--- config.mk ---
export PLATFORM = sky130hd
export DESIGN_NAME = mf9_rank_cell
export DESIGN_NICKNAME = d
export VERILOG_FILES = /design/src/mf9_pkg.sv /design/src/mf9_rank_cell.sv
export SDC_FILE = /design/constraint.sdc
export NUM_CORES = 1
export LEC_CHECK = 0
export BUFFER_PORTS_ARGS = -buffer_cell sky130_fd_sc_hd__buf_2
export CELL_PAD_IN_SITES_DETAIL_PLACEMENT = 2
export CELL_PAD_IN_SITES_GLOBAL_PLACEMENT = 2
export CORE_MARGIN = 10
export CORE_UTILIZATION = 34
export CTS_CLUSTER_SIZE = 16
export DETAILED_ROUTE_END_ITERATION = 8
export PLACE_DENSITY_LB_ADDON = 0.05
export SLEW_MARGIN = 20
export SYNTH_ARGS = -nofsm -noshare
export SYNTH_HDL_FRONTEND = slang
export SYNTH_SLANG_ARGS = --single-unit
--- constraint.sdc ---
create_clock -name i_clk -period 2.7 [get_ports i_clk]
set_clock_uncertainty 0.1 [all_clocks]
set_input_delay 0.27 -clock i_clk [delete_from_list [all_inputs] [get_ports i_clk]]
set_output_delay 0.27 -clock i_clk [all_outputs]
set_load 0.05 [all_outputs]
--- src/mf9_pkg.sv ---
// ----------------------------------------------------------------------------
// mf9_pkg: shared types and constants of the 9x9 median filter
// Holds configuration register indexes and widths, the sequencer states and
// the control bundle that drives the row of rank cells.
// ----------------------------------------------------------------------------
package mf9_pkg;

    // configuration port
    localparam int WIDTH_REG_W  = 11;
    localparam int HEIGHT_REG_W = 12;
    localparam int CFG_DATA_W   = 12;
    localparam int CFG_INDEX_W  = 1;

    localparam logic [CFG_INDEX_W-1:0] CFG_IMAGE_WIDTH  = 1'd0;
    localparam logic [CFG_INDEX_W-1:0] CFG_IMAGE_HEIGHT = 1'd1;

    localparam logic [WIDTH_REG_W-1:0]  WIDTH_RESET  = 11'd640;
    localparam logic [HEIGHT_REG_W-1:0] HEIGHT_RESET = 12'd480;

    // input item kind carried on tuser
    localparam logic CMD_DRAIN = 1'b1;

    // per-item sequencer
    typedef enum logic [2:0] {
        ST_IDLE,
        ST_READ,
        ST_SHIFT,
        ST_LOAD,
        ST_COUNT,
        ST_RANK,
        ST_SELECT,
        ST_DONE
    } t_state;

    // commands to every rank cell
    typedef struct packed {
        logic load;   // capture window tap as key and ring value
        logic count;  // compare key with passing ring value, rotate ring
        logic rank;   // evaluate median hit into the select chain
        logic shift;  // move select chain one cell toward the head
    } t_cell_ctl;

endpackage

--- src/mf9_rank_cell.sv ---
// ----------------------------------------------------------------------------
// mf9_rank_cell: one cell of the rank chain
// Holds one window pixel as key. The ring of all window pixels rotates past
// the key; the cell counts values below and not above it, then flags itself
// when its key is the median and hands that flag down the select chain.
// ----------------------------------------------------------------------------
module mf9_rank_cell
    import mf9_pkg::*;
#(
    parameter int PIXEL_BITS = 8,
    parameter int TAPS       = 81
) (
    input  logic                  i_clk,
    input  t_cell_ctl             i_ctl,
    input  logic [PIXEL_BITS-1:0] i_win_pix,
    input  logic [PIXEL_BITS-1:0] i_ring_pix,
    output logic [PIXEL_BITS-1:0] o_ring_pix,
    input  logic                  i_sel_hit,
    input  logic [PIXEL_BITS-1:0] i_sel_pix,
    output logic                  o_sel_hit,
    output logic [PIXEL_BITS-1:0] o_sel_pix
);

    localparam int CW  = $clog2(TAPS + 1);
    localparam int MID = TAPS / 2;

    logic [PIXEL_BITS-1:0] r_key;
    logic [PIXEL_BITS-1:0] r_ring;
    logic [CW-1:0]         r_lt;
    logic [CW-1:0]         r_le;
    logic                  r_sel_hit;
    logic [PIXEL_BITS-1:0] r_sel_pix;

    // load key, rotate ring and count
    always_ff @(posedge i_clk) begin
        if (i_ctl.load) begin
            r_key  <= i_win_pix;
            r_ring <= i_win_pix;
            r_lt   <= '0;
            r_le   <= '0;
        end else if (i_ctl.count) begin
            r_ring <= i_ring_pix;
            if (r_ring < r_key) begin
                r_lt <= r_lt + 1'b1;
            end
            if (r_ring <= r_key) begin
                r_le <= r_le + 1'b1;
            end
        end
    end

    // flag median, then pass flags toward the head
    always_ff @(posedge i_clk) begin
        if (i_ctl.rank) begin
            r_sel_hit <= (r_lt <= CW'(MID)) && (r_le > CW'(MID));
            r_sel_pix <= r_key;
        end else if (i_ctl.shift) begin
            r_sel_hit <= i_sel_hit;
            r_sel_pix <= i_sel_pix;
        end
    end

    assign o_ring_pix = r_ring;
    assign o_sel_hit  = r_sel_hit;
    assign o_sel_pix  = r_sel_pix;

endmodule

* Yosys cells after proc, flatten, opt, wreduce, memory -nomap -nowiden
Cells that the tools add are included.
** Operators by class
- $add $sub $neg :: 2
- Order comparisons :: 4
- Reduce and logical (&&, ||, !) cells :: 5
- Shift-type cells :: 0
- Div/mod/pow operators :: 0
- Mux-type cells :: 6
- Equal/unequal tests :: 0
- Bitwise operators :: 0
- $mul :: 0
** Operators by type and width (count)
- $mux W8 :: 4
- $add A7 B1 Y7 const B :: 2
- $le A8 B8 Y1 :: 1
- $lt A8 B8 Y1 :: 1
- $gt A7 B6 Y1 const B :: 1
- $le A7 B6 Y1 const B :: 1
- $reduce_and A2 Y1 :: 2
- $reduce_bool A2 Y1 :: 2
- $mux W1 :: 2
- $logic_and A1 B1 Y1 :: 1
** Storage, ports and cells
- Output and inout port bits :: 17
- Memories :: 0
- Flip-flop bits (word level) :: 39
- Input port bits :: 30
- Word-level logic and storage cells :: 23
- RAM bits :: 0
- Bits in read-only memories :: 0
- Latch bits :: 0

* Depth between registers and ports, before layout
Gate-level depths: netlist (run 1).
- Depth in word-level cells :: 3
- Depth in mapped cells :: 8
- Gate-level depth less buffers :: 8

* Worst setup path before layout (run 1)
No wires, ideal clock.
- Path kind :: reg-to-reg
- Start :: reg r_ring[1] (netlist: o_ring_pix[1])
- End :: reg r_le[6]
- Library setup time :: 71 ps
- Setup slack :: 294 ps
- Arrival time :: 2235 ps
- Data required time :: 2529 ps
- Clock period less this slack :: 2406 ps
- Path buffers :: 0
- Stages on the path, launching flop included :: 8
- Cell sequence :: edfxtp_1 -> ha_1 -> nor2b_1 -> o211ai_2 -> a211oi_1 -> or2_0 -> or4_1 -> a21oi_1
** On the way
- Word-level cells in the longest chain between the ends :: 2
** RTL lines
- start: declaration :: RTL line mf9_rank_cell.sv:28 : logic [PIXEL_BITS-1:0] r_ring;
- start signal: assignment :: RTL line mf9_rank_cell.sv:38 : r_ring <= i_win_pix;
- start signal: assignment :: RTL line mf9_rank_cell.sv:42 : r_ring <= i_ring_pix;
- $le A8 B8 Y1 :: RTL line mf9_rank_cell.sv:46 : if (r_ring <= r_key) begin
- $reduce_and A2 Y1 (no source line)
- end signal: assignment :: RTL line mf9_rank_cell.sv:47 : r_le <= r_le + 1'b1;
- end: declaration :: RTL line mf9_rank_cell.sv:30 : logic [CW-1:0] r_le;
Every way passes these cells.
A chain may end at the register's enable or synchronous reset.

* Worst setup path in the final report (run 1)
Ends and elaborated chain as after synthesis.

==> results of run 1 <==
-- metal layers --
metal	vias up	wire, microns	GRT usage [%]
li1	663	-	-
met1	656	1810	10.8
met2	30	2420	19.6
met3	8	312	4.08
met4	0	61	3.80
met5	-	0	0
-- cells in the mapped netlist, types with 4 or more instances --
library cell	count
inv_1	12
nor3_1	4
mux2_2	17
a21oi_1	7
nand2_1	6
ha_1	12
nor3b_1	4
dfxtp_1	14
nand3_1	4
nor2_1	16
xnor2_1	11
edfxtp_1	25
-- per-stage QoR --
step	std cells	worst slack (ps)	instance area (sq um)	power [mW]	util, %
finish	279	414	2270	1.39	43.5
CTS	279	381	2270	1.42	43.5
global placement	271	511	2180	1.02	42.0
detailed placement	271	423	2180	1.03	42.0
floorplan	157	294	1870	0.936	-
global route	279	274	2270	1.47	43.5
-- path summary, 6_finish.rpt --
path,cells past startpoint,start,end,slack [ps]
worst min register to register,2,r_le[6],r_le[6],420
worst max register to register,7,o_ring_pix[1],r_le[6],410
worst max-delay path,7,o_ring_pix[1],r_le[6],410
worst min-delay path,1,i_win_pix[0],r_key[0],60
-- where the power goes --
group          internal [mW]  total [mW]  switching, mW
logic                 0.0986       0.298          0.200
registers              0.687       0.713         0.0264
clock network          0.178       0.377          0.200
total                  0.963        1.39          0.426
-- flip-flops by register name (all words and copies together) (netlist names) --
signal      flops
o_ring_pix      8
r_key           8
o_sel_pix       8
r_lt            7
r_le            7
o_sel_hit       1
-- cell families after synthesis --
kind of cell,count (synthesis),share of synthesized area [%]
adder cells (fa/ha/maj),12,8.03
multiplexers,18,10.8
XOR/XNOR,11,5.15
buffers and inverters,15,3.01
AND/OR/NAND/NOR,47,12.7
flip-flops,39,55.1
AO/OA/AOI/OAI,15,5.22
-- cell type report --
class	instances	area, sq um
well taps	70	87.6
fillers	573	2940
repair buffers	47	238
multi-input cells	103	783
flip-flops and latches	39	1030
inverters	12	45.0
clock buffers	6	72.6
clock inverters	2	8.76
==> reports/metrics.cfg, run 1 <==
[run_status]
status = finished clean

[synth]
synth_top_cell_by_area = edfxtp_1
ys_types = 29
ys_warn_count = 0
netlist.area_leader.share_pct = 40.1
yosysSeqAreaShare_pct = 55.1
synth.area.top_cells = edfxtp_1 (40%), dfxtp_1 (15%), mux2_2 (10%)
synth.avg_cell_area_sq_um = 11.9
synth_ff_type = edfxtp_1
synth_edf_count = 25
netlist_instances = 157
async_flop_share_pct = 0
synth_area_sq_mm = 0.00187
ys_ff_latch = 39
syn_nets = 199

[final_layout]
mostFrequentLayoutCell = buf_2
drive_gt1_share_pct = 34.9
fin_nets = 250
diodes = 0
final_cell_mix = buf_2 (46), edfxtp_1 (25), mux2_2 (17)
syn2layout_area_growth_pct = 21.1

[run]
maxCapViolations = 0

[sta]
relSlewSlack_pct = 53.6
fin_crit_ps = 2290
timing.hold.ws_ps = 60.4
drv_slew = 0
hold_viol = 0
finalSetupViolations = 0
max_freq_mhz = 437
rsz0062_at_grt = no
tightest_slew_ps = 692
timing.final.crit_share_pct = 84.7
fin_setup_tns_ps = 0

[cts]
clk_latency_ps = 290
root_buffer = clkbuf_8
htree_levels = 2
tritoncts = done
hold_buffers = 0
cts_setup_buffers = 0
numCtsBuffers = 5
ctsResizeCount = 0
clkTransAtPathRegs_ps = 80
cts_buffer_depth = 2
cts.sinks = 39

[worst_setup_path]
worstSetupPathType = reg2reg
cpPeakStageDelay_ps = 500
cp_num_buf_inv = 0
worst_ep_required_time_ps = 2820
crit_chain = ha_1 > nor2b_1 > o211ai_2 > a211oi_1 > or2_0 > or4_1 > a21oi_1
crit_arrival_ps = 2410
endpoint_kind = flop
crit_family = simple AND/OR/NAND/NOR gates
start_kind = flop
slowest_stage = or4_1
crit_fanout = 6

[route]
drtIter0Drc = 11
drcViolationCount = 0
dr.pass1.iters = 4
routedWlPerCell_microns = 16.5
wirelength_mm = 4.61
final_antenna_net_count = 0
vias = 1357
via_per_inst = 4.86

[die]
pin_count = 47
rows = 26
die_h_microns = 94.2
core_area_sq_mm = 0.00520
die_w_microns = 94.2
start_util_pct = 35.9
die_area_sq_mm = 0.00887

[global_route]
antenna_found_initial = 0
grt_pass1_wl_mm = 7.49
grt_max_degree = 19
grtUsageTotal_pct = 10.7
first_global_vias = 1470
grt-ovfl-total = 0

[placed_design]
io_buffers = 46
gp_congestion = 0.740
dp_hpwl_mm = 3.74

[power_and_ir_drop]
p_leak_nw = 0.931
powerDensity_mw_per_mm2 = 613
ir_worst_vdd_uv = 232

[min_path]
hold_path.class = in2reg

No activity file was read; power rests on OpenSTA's default activity.
==> run 2: changes to the inputs <==
--- a/config.mk
+++ b/config.mk
@@ -9,7 +9,7 @@
 export CELL_PAD_IN_SITES_DETAIL_PLACEMENT = 2
 export CELL_PAD_IN_SITES_GLOBAL_PLACEMENT = 2
 export CORE_MARGIN = 10
-export CORE_UTILIZATION = 34
+export CORE_UTILIZATION = 30
 export CTS_CLUSTER_SIZE = 16
 export DETAILED_ROUTE_END_ITERATION = 8
 export PLACE_DENSITY_LB_ADDON = 0.05
==> constraint.sdc (replaced) <==
create_clock -name i_clk -period 2 [get_ports i_clk]
set_clock_uncertainty 0.1 [all_clocks]
set_input_delay 0.2 -clock i_clk [delete_from_list [all_inputs] [get_ports i_clk]]
set_output_delay 0.2 -clock i_clk [all_outputs]
set_load 0.05 [all_outputs]
==> reports/metrics.cfg, run 2 (synthesis gave the netlist of run 1 again) <==
[sta]
max_freq_mhz = 465  ; +6.2%
tightest_slew_ps = 389  ; -303 ps
relSlewSlack_pct = 74.0  ; +20 points
drv_slew = 0  ; unchanged
timing.final.crit_share_pct = 108  ; +23 points
timing.hold.ws_ps = 12.4  ; -47.9 ps
finalSetupViolations = 5  ; +5
rsz0062_at_grt = yes
fin_setup_tns_ps = -480  ; -480 ps
hold_viol = 0  ; unchanged
fin_crit_ps = 2150  ; -134 ps
setup_ws_ps = -152  ; -566 ps

[final_layout]
mostFrequentLayoutCell = buf_2
drive_gt1_share_pct = 45.5  ; +11 points
final-instance-count-excl-fill = 299  ; +7.2%
postLayoutCellArea_sq_mm = 0.00252  ; +11%
final_cell_mix = buf_2 (46), edfxtp_1 (25), mux2_2 (17)
syn2layout_area_growth_pct = 34.5
post-route-util_pct = 42.0  ; -1.5 points
fin_nets = 265  ; +6.0%
diodes = 0  ; unchanged

[placed_design]
dp_hpwl_mm = 3.94  ; +5.4%
io_buffers = 46  ; unchanged
place_inst = 285  ; +5.2%
dpl_cell_area_sq_mm = 0.00229  ; +4.8%
pre_cts_ws_ps = -142  ; -565 ps
gp_congestion = 0.698  ; -5.8%

[cts]
cts.sinks = 39  ; unchanged
root_buffer = clkbuf_8
clkTransAtPathRegs_ps = 70  ; about the same
numCtsBuffers = 5  ; unchanged
htree_levels = 2  ; unchanged
tritoncts = done
clk_latency_ps = 280  ; about the same
cts_buffer_depth = 2  ; unchanged

[die]
rows = 28  ; +7.7%
start_util_pct = 31.2  ; -4.7 points
die_h_microns = 99.0  ; +5.1%
die_area_sq_mm = 0.00979  ; +10%
core_area_sq_mm = 0.00599  ; +15%
die_w_microns = 99.0  ; +5.1%
pin_count = 47  ; unchanged

[worst_setup_path]
endpoint = r_le[6]
worst_ep_required_time_ps = 2120  ; -700 ps
rr_endpoint = r_le[6]
crit_arrival_ps = 2270  ; -140 ps
worstSetupPathType = reg2reg
rrSetupSlack_ps = -150  ; -570 ps
rr_startpoint = o_ring_pix[1]
cp-startpoint = o_ring_pix[1]
start_kind = flop
endpoint_kind = flop
crit_fanout = 4  ; -2
r2r_cells = 7  ; unchanged

[power_and_ir_drop]
power_mw = 1.97  ; +42%
powerDensity_mw_per_mm2 = 783  ; +28%
p_leak_nw = 1.02  ; +9.5%
ir_worst_vdd_uv = 275  ; +19%

[global_route]
groute.layer.met3.usage_pct = 2.72  ; -1.4 points
gr-max-usage-layer = met2
met2_usage_pct = 18.2  ; -1.4 points
grt_max_degree = 18  ; -1
grtUsageTotal_pct = 10.3  ; -0.39 points
first_global_vias = 1541  ; +4.8%
met1_usage_pct = 11.8  ; +1.0 points
grt-ovfl-total = 0  ; unchanged
grt_pass1_wl_mm = 8.35  ; +12%
antenna_found_initial = 0  ; unchanged

[route]
dr.pass1.iters = 4  ; unchanged
routedWlPerCell_microns = 17.2  ; +3.8%
wirelength_mm = 5.13  ; +11%
vias = 1410  ; +3.9%
drcViolationCount = 0  ; unchanged
final_antenna_net_count = 0  ; unchanged
drtIter0Drc = 8  ; -3
via_per_inst = 4.72  ; -3.0%

[run_status]
violations = negative setup slack
status = finished with violations

[run]
maxCapViolations = 0  ; unchanged

[min_path]
hold_path.class = in2reg

[run 2: area by class of cell]
type,instances,area (sq um)
multi-input combinational,103,898
tap,75,93.8
sequential,39,1030
inverter,12,45.0
clock buffer,6,72.6
clock inverter,2,7.51
fill,647,3470
timing repair buffer,62,368
[run 2: worst min-delay path by stage]
stage               cells past startpoint          from  slack, ps       end
finish                                  1  i_win_pix[5]         10  r_key[5]
global route                            1  i_win_pix[6]        0.3  r_key[6]
CTS                                     1  i_win_pix[7]        0.6  r_key[7]
detailed placement                      1  i_win_pix[0]        290  r_key[0]
global placement                        1  i_win_pix[6]        290  r_key[6]
floorplan                               0  i_win_pix[0]        200  r_key[0]
[run 2: power by group]
group	internal, mW	switching, mW	leakage, nW	total [mW]
sequential	0.927	0.0390	0.365	0.966
clock	0.238	0.258	0.0403	0.496
combinational	0.199	0.311	0.614	0.510
[run 2: timing repair]
action	4_1_cts	5_1_grt
hold endpoints to repair	2	0
pin swaps	2	11
gates cloned	0	0
gates resized for setup	2	14
hold buffers	2	0
setup endpoints to repair	7	12
buffers inserted	0	5
[run 2: worst max-delay path, stage by stage, from the launching register on]
cell	delay, ps
edfxtp_1	440
ha_4	270
nor2b_4	130
o211ai_2	200
a211oi_2	150
or2_1	270
or4_1	410
a21oi_1	130
[run 2: layer usage]
metal  vias up  wire, microns  share of wire, %
met5         -              0                 0
met2        31           2700                53
met4         0             23              0.45
li1        688              -                 -
met1       689           2170                42
met3         2            243               4.7
==> run 3: changes to the inputs <==
--- a/config.mk
+++ b/config.mk
@@ -13,6 +13,7 @@
 export CTS_CLUSTER_SIZE = 16
 export DETAILED_ROUTE_END_ITERATION = 8
 export PLACE_DENSITY_LB_ADDON = 0.05
+export SETUP_SLACK_MARGIN = 0.3
 export SLEW_MARGIN = 20
 export SYNTH_ARGS = -nofsm -noshare
 export SYNTH_HDL_FRONTEND = slang
==> reports/metrics.cfg, run 3 (synthesis gave the netlist of run 1 again) <==
[cts]
tritoncts = done
cts_buffer_depth = 2  ; unchanged
clk_latency_ps = 290  ; about the same
cts.sinks = 39  ; unchanged
htree_levels = 2  ; unchanged
clkTransAtPathRegs_ps = 80  ; about the same
numCtsBuffers = 5  ; unchanged
root_buffer = clkbuf_8

[worst_setup_path]
slowest_stage = edfxtp_1
cpPeakStageDelay_ps = 410  ; -30 ps
start_kind = flop
endpoint_kind = flop
worstSetupPathType = reg2reg
worst_ep_required_time_ps = 2120  ; about the same
crit_chain = inv_1 > ha_4 > a21oi_1 > o21a_1 > nor2_4 > or2_4 > or4_4 > a21oi_2
crit_arrival_ps = 2300  ; +30 ps
crit_fanout = 6  ; +2

[die]
core_area_sq_mm = 0.00599  ; unchanged
die_w_microns = 99.0  ; unchanged
start_util_pct = 31.2  ; unchanged
pin_count = 47  ; unchanged
die_area_sq_mm = 0.00979  ; unchanged
rows = 28  ; unchanged
die_h_microns = 99.0  ; unchanged

[sta]
drv_slew = 0  ; unchanged
tightest_slew_ps = 399  ; +9.95 ps
timing.final.crit_share_pct = 109  ; +1.0 points
relSlewSlack_pct = 73.4  ; -0.62 points
fin_crit_ps = 2170  ; +20.5 ps
setup_ws_ps = -172  ; -20.5 ps
max_freq_mhz = 460  ; -0.94%
hold_viol = 0  ; unchanged
timing.hold.ws_ps = 8.86  ; -3.58 ps
rsz0062_at_grt = yes
fin_setup_tns_ps = -598  ; -118 ps
finalSetupViolations = 13  ; +8

[placed_design]
dpl_cell_area_sq_mm = 0.00228  ; -0.33%
gp_congestion = 0.764  ; +9.6%
io_buffers = 46  ; unchanged
dp_hpwl_mm = 4.03  ; +2.2%

[final_layout]
mostFrequentLayoutCell = buf_2
syn2layout_area_growth_pct = 37.9
fin_nets = 266  ; +0.38%
diodes = 0  ; unchanged
drive_gt1_share_pct = 48.4  ; +2.9 points
final_cell_mix = buf_2 (46), edfxtp_1 (25), mux2_2 (17)
postLayoutCellArea_sq_mm = 0.00258  ; +2.5%

[run]
maxCapViolations = 0  ; unchanged

[global_route]
antenna_found_initial = 0  ; unchanged
grtUsageTotal_pct = 10.6  ; +0.25 points
first_global_vias = 1589  ; +3.1%
grt_max_degree = 18  ; unchanged
grt-ovfl-total = 0  ; unchanged
grt_pass1_wl_mm = 8.42  ; +0.90%

[route]
drtIter0Drc = 27  ; +19
vias = 1436  ; +1.8%
wirelength_mm = 5.43  ; +5.7%
dr.pass1.iters = 4  ; unchanged
via_per_inst = 4.79  ; +1.5%
drcViolationCount = 0  ; unchanged
routedWlPerCell_microns = 18.1  ; +5.4%
final_antenna_net_count = 0  ; unchanged

[power_and_ir_drop]
p_leak_nw = 1.04  ; +2.0%
powerDensity_mw_per_mm2 = 824  ; +5.2%
ir_worst_vdd_uv = 311  ; +13%

[min_path]
hold_path.class = in2reg

[run_status]
status = finished with violations
violations = negative setup slack

[run 3: cell types whose count changed in the layout (fill, tap and decap cells not counted), sizes merged]
cell         change
clkbuf           -1
buf              -1
dlygate4sd3      +2
bufinv           +1
[run 3: metal layers]
metal  GRT usage [%]  vias to the layer above  routed length [microns]  part of all wire (%)
li1                -                      691                        -                     -
met1            12.1                      706                     2220                    41
met2            18.5                       32                     2890                    53
met3            2.93                        7                      261                   4.8
met4            3.31                        0                       57                   1.1
met5               0                        -                        0                     0
[run 3: critical path: cells and delay by family (launching register included)]
kind / cells / cell delay [ps]
and+or+nand+nor: 3 / 750
AOI/OAI and AO/OA: 3 / 500
DFF: 1 / 410
adders and majority gates: 1 / 220
buffers and inverters: 1 / 130
[run 3: path summary, 6_finish.rpt]
| check | depth (start not counted) | end | from | slack, ps |
|---|---|---|---|---|
| min | 1 | r_key[6] | i_win_pix[6] | 9 |
| max | 8 | r_le[6] | r_key[5] | -170 |
| min reg2reg | 2 | r_lt[1] | r_lt[1] | 430 |
| max reg2reg | 8 | r_le[6] | r_key[5] | -170 |
[run 3: layout make-up]
| cell class | count | area (sq um) |
|---|---|---|
| sequential | 39 | 1030 |
| timing repair buffer | 63 | 375 |
| clock buffer | 5 | 68.8 |
| clock inverter | 3 | 38.8 |
| multi-input combinational | 103 | 925 |
| inverter | 12 | 45.0 |
| tap | 75 | 93.8 |
| fill | 651 | 3410 |
[run 3: repair_timing]
action                                  4_1_cts  5_1_grt
gates cloned                                  0        0
resized for setup                             7       18
endpoints found under the setup margin       15       15
endpoints found under the hold margin         4        0
pin swaps                                     3        9
buffers inserted                              1        3
hold buffers                                  4        0
[run 3: per-stage QoR]
stage / util (%) / power [mW] / cells / setup WS (ps)
after floorplan: - / 1.28 / 157 / -279
after global placement: 38.1 / 1.42 / 284 / -74.3
after detailed placement: 38.1 / 1.44 / 284 / -137
after CTS: 41.1 / 2.11 / 297 / -160
after global routing: 43.0 / 2.24 / 300 / -266
final: 43.0 / 2.13 / 300 / -172
[run 3: power breakdown]
group	leakage, nW	internal [mW]	switching, mW
clock network	0.0556	0.365	0.281
registers	0.366	0.928	0.0414
logic	0.619	0.201	0.309
total	1.04	1.49	0.632
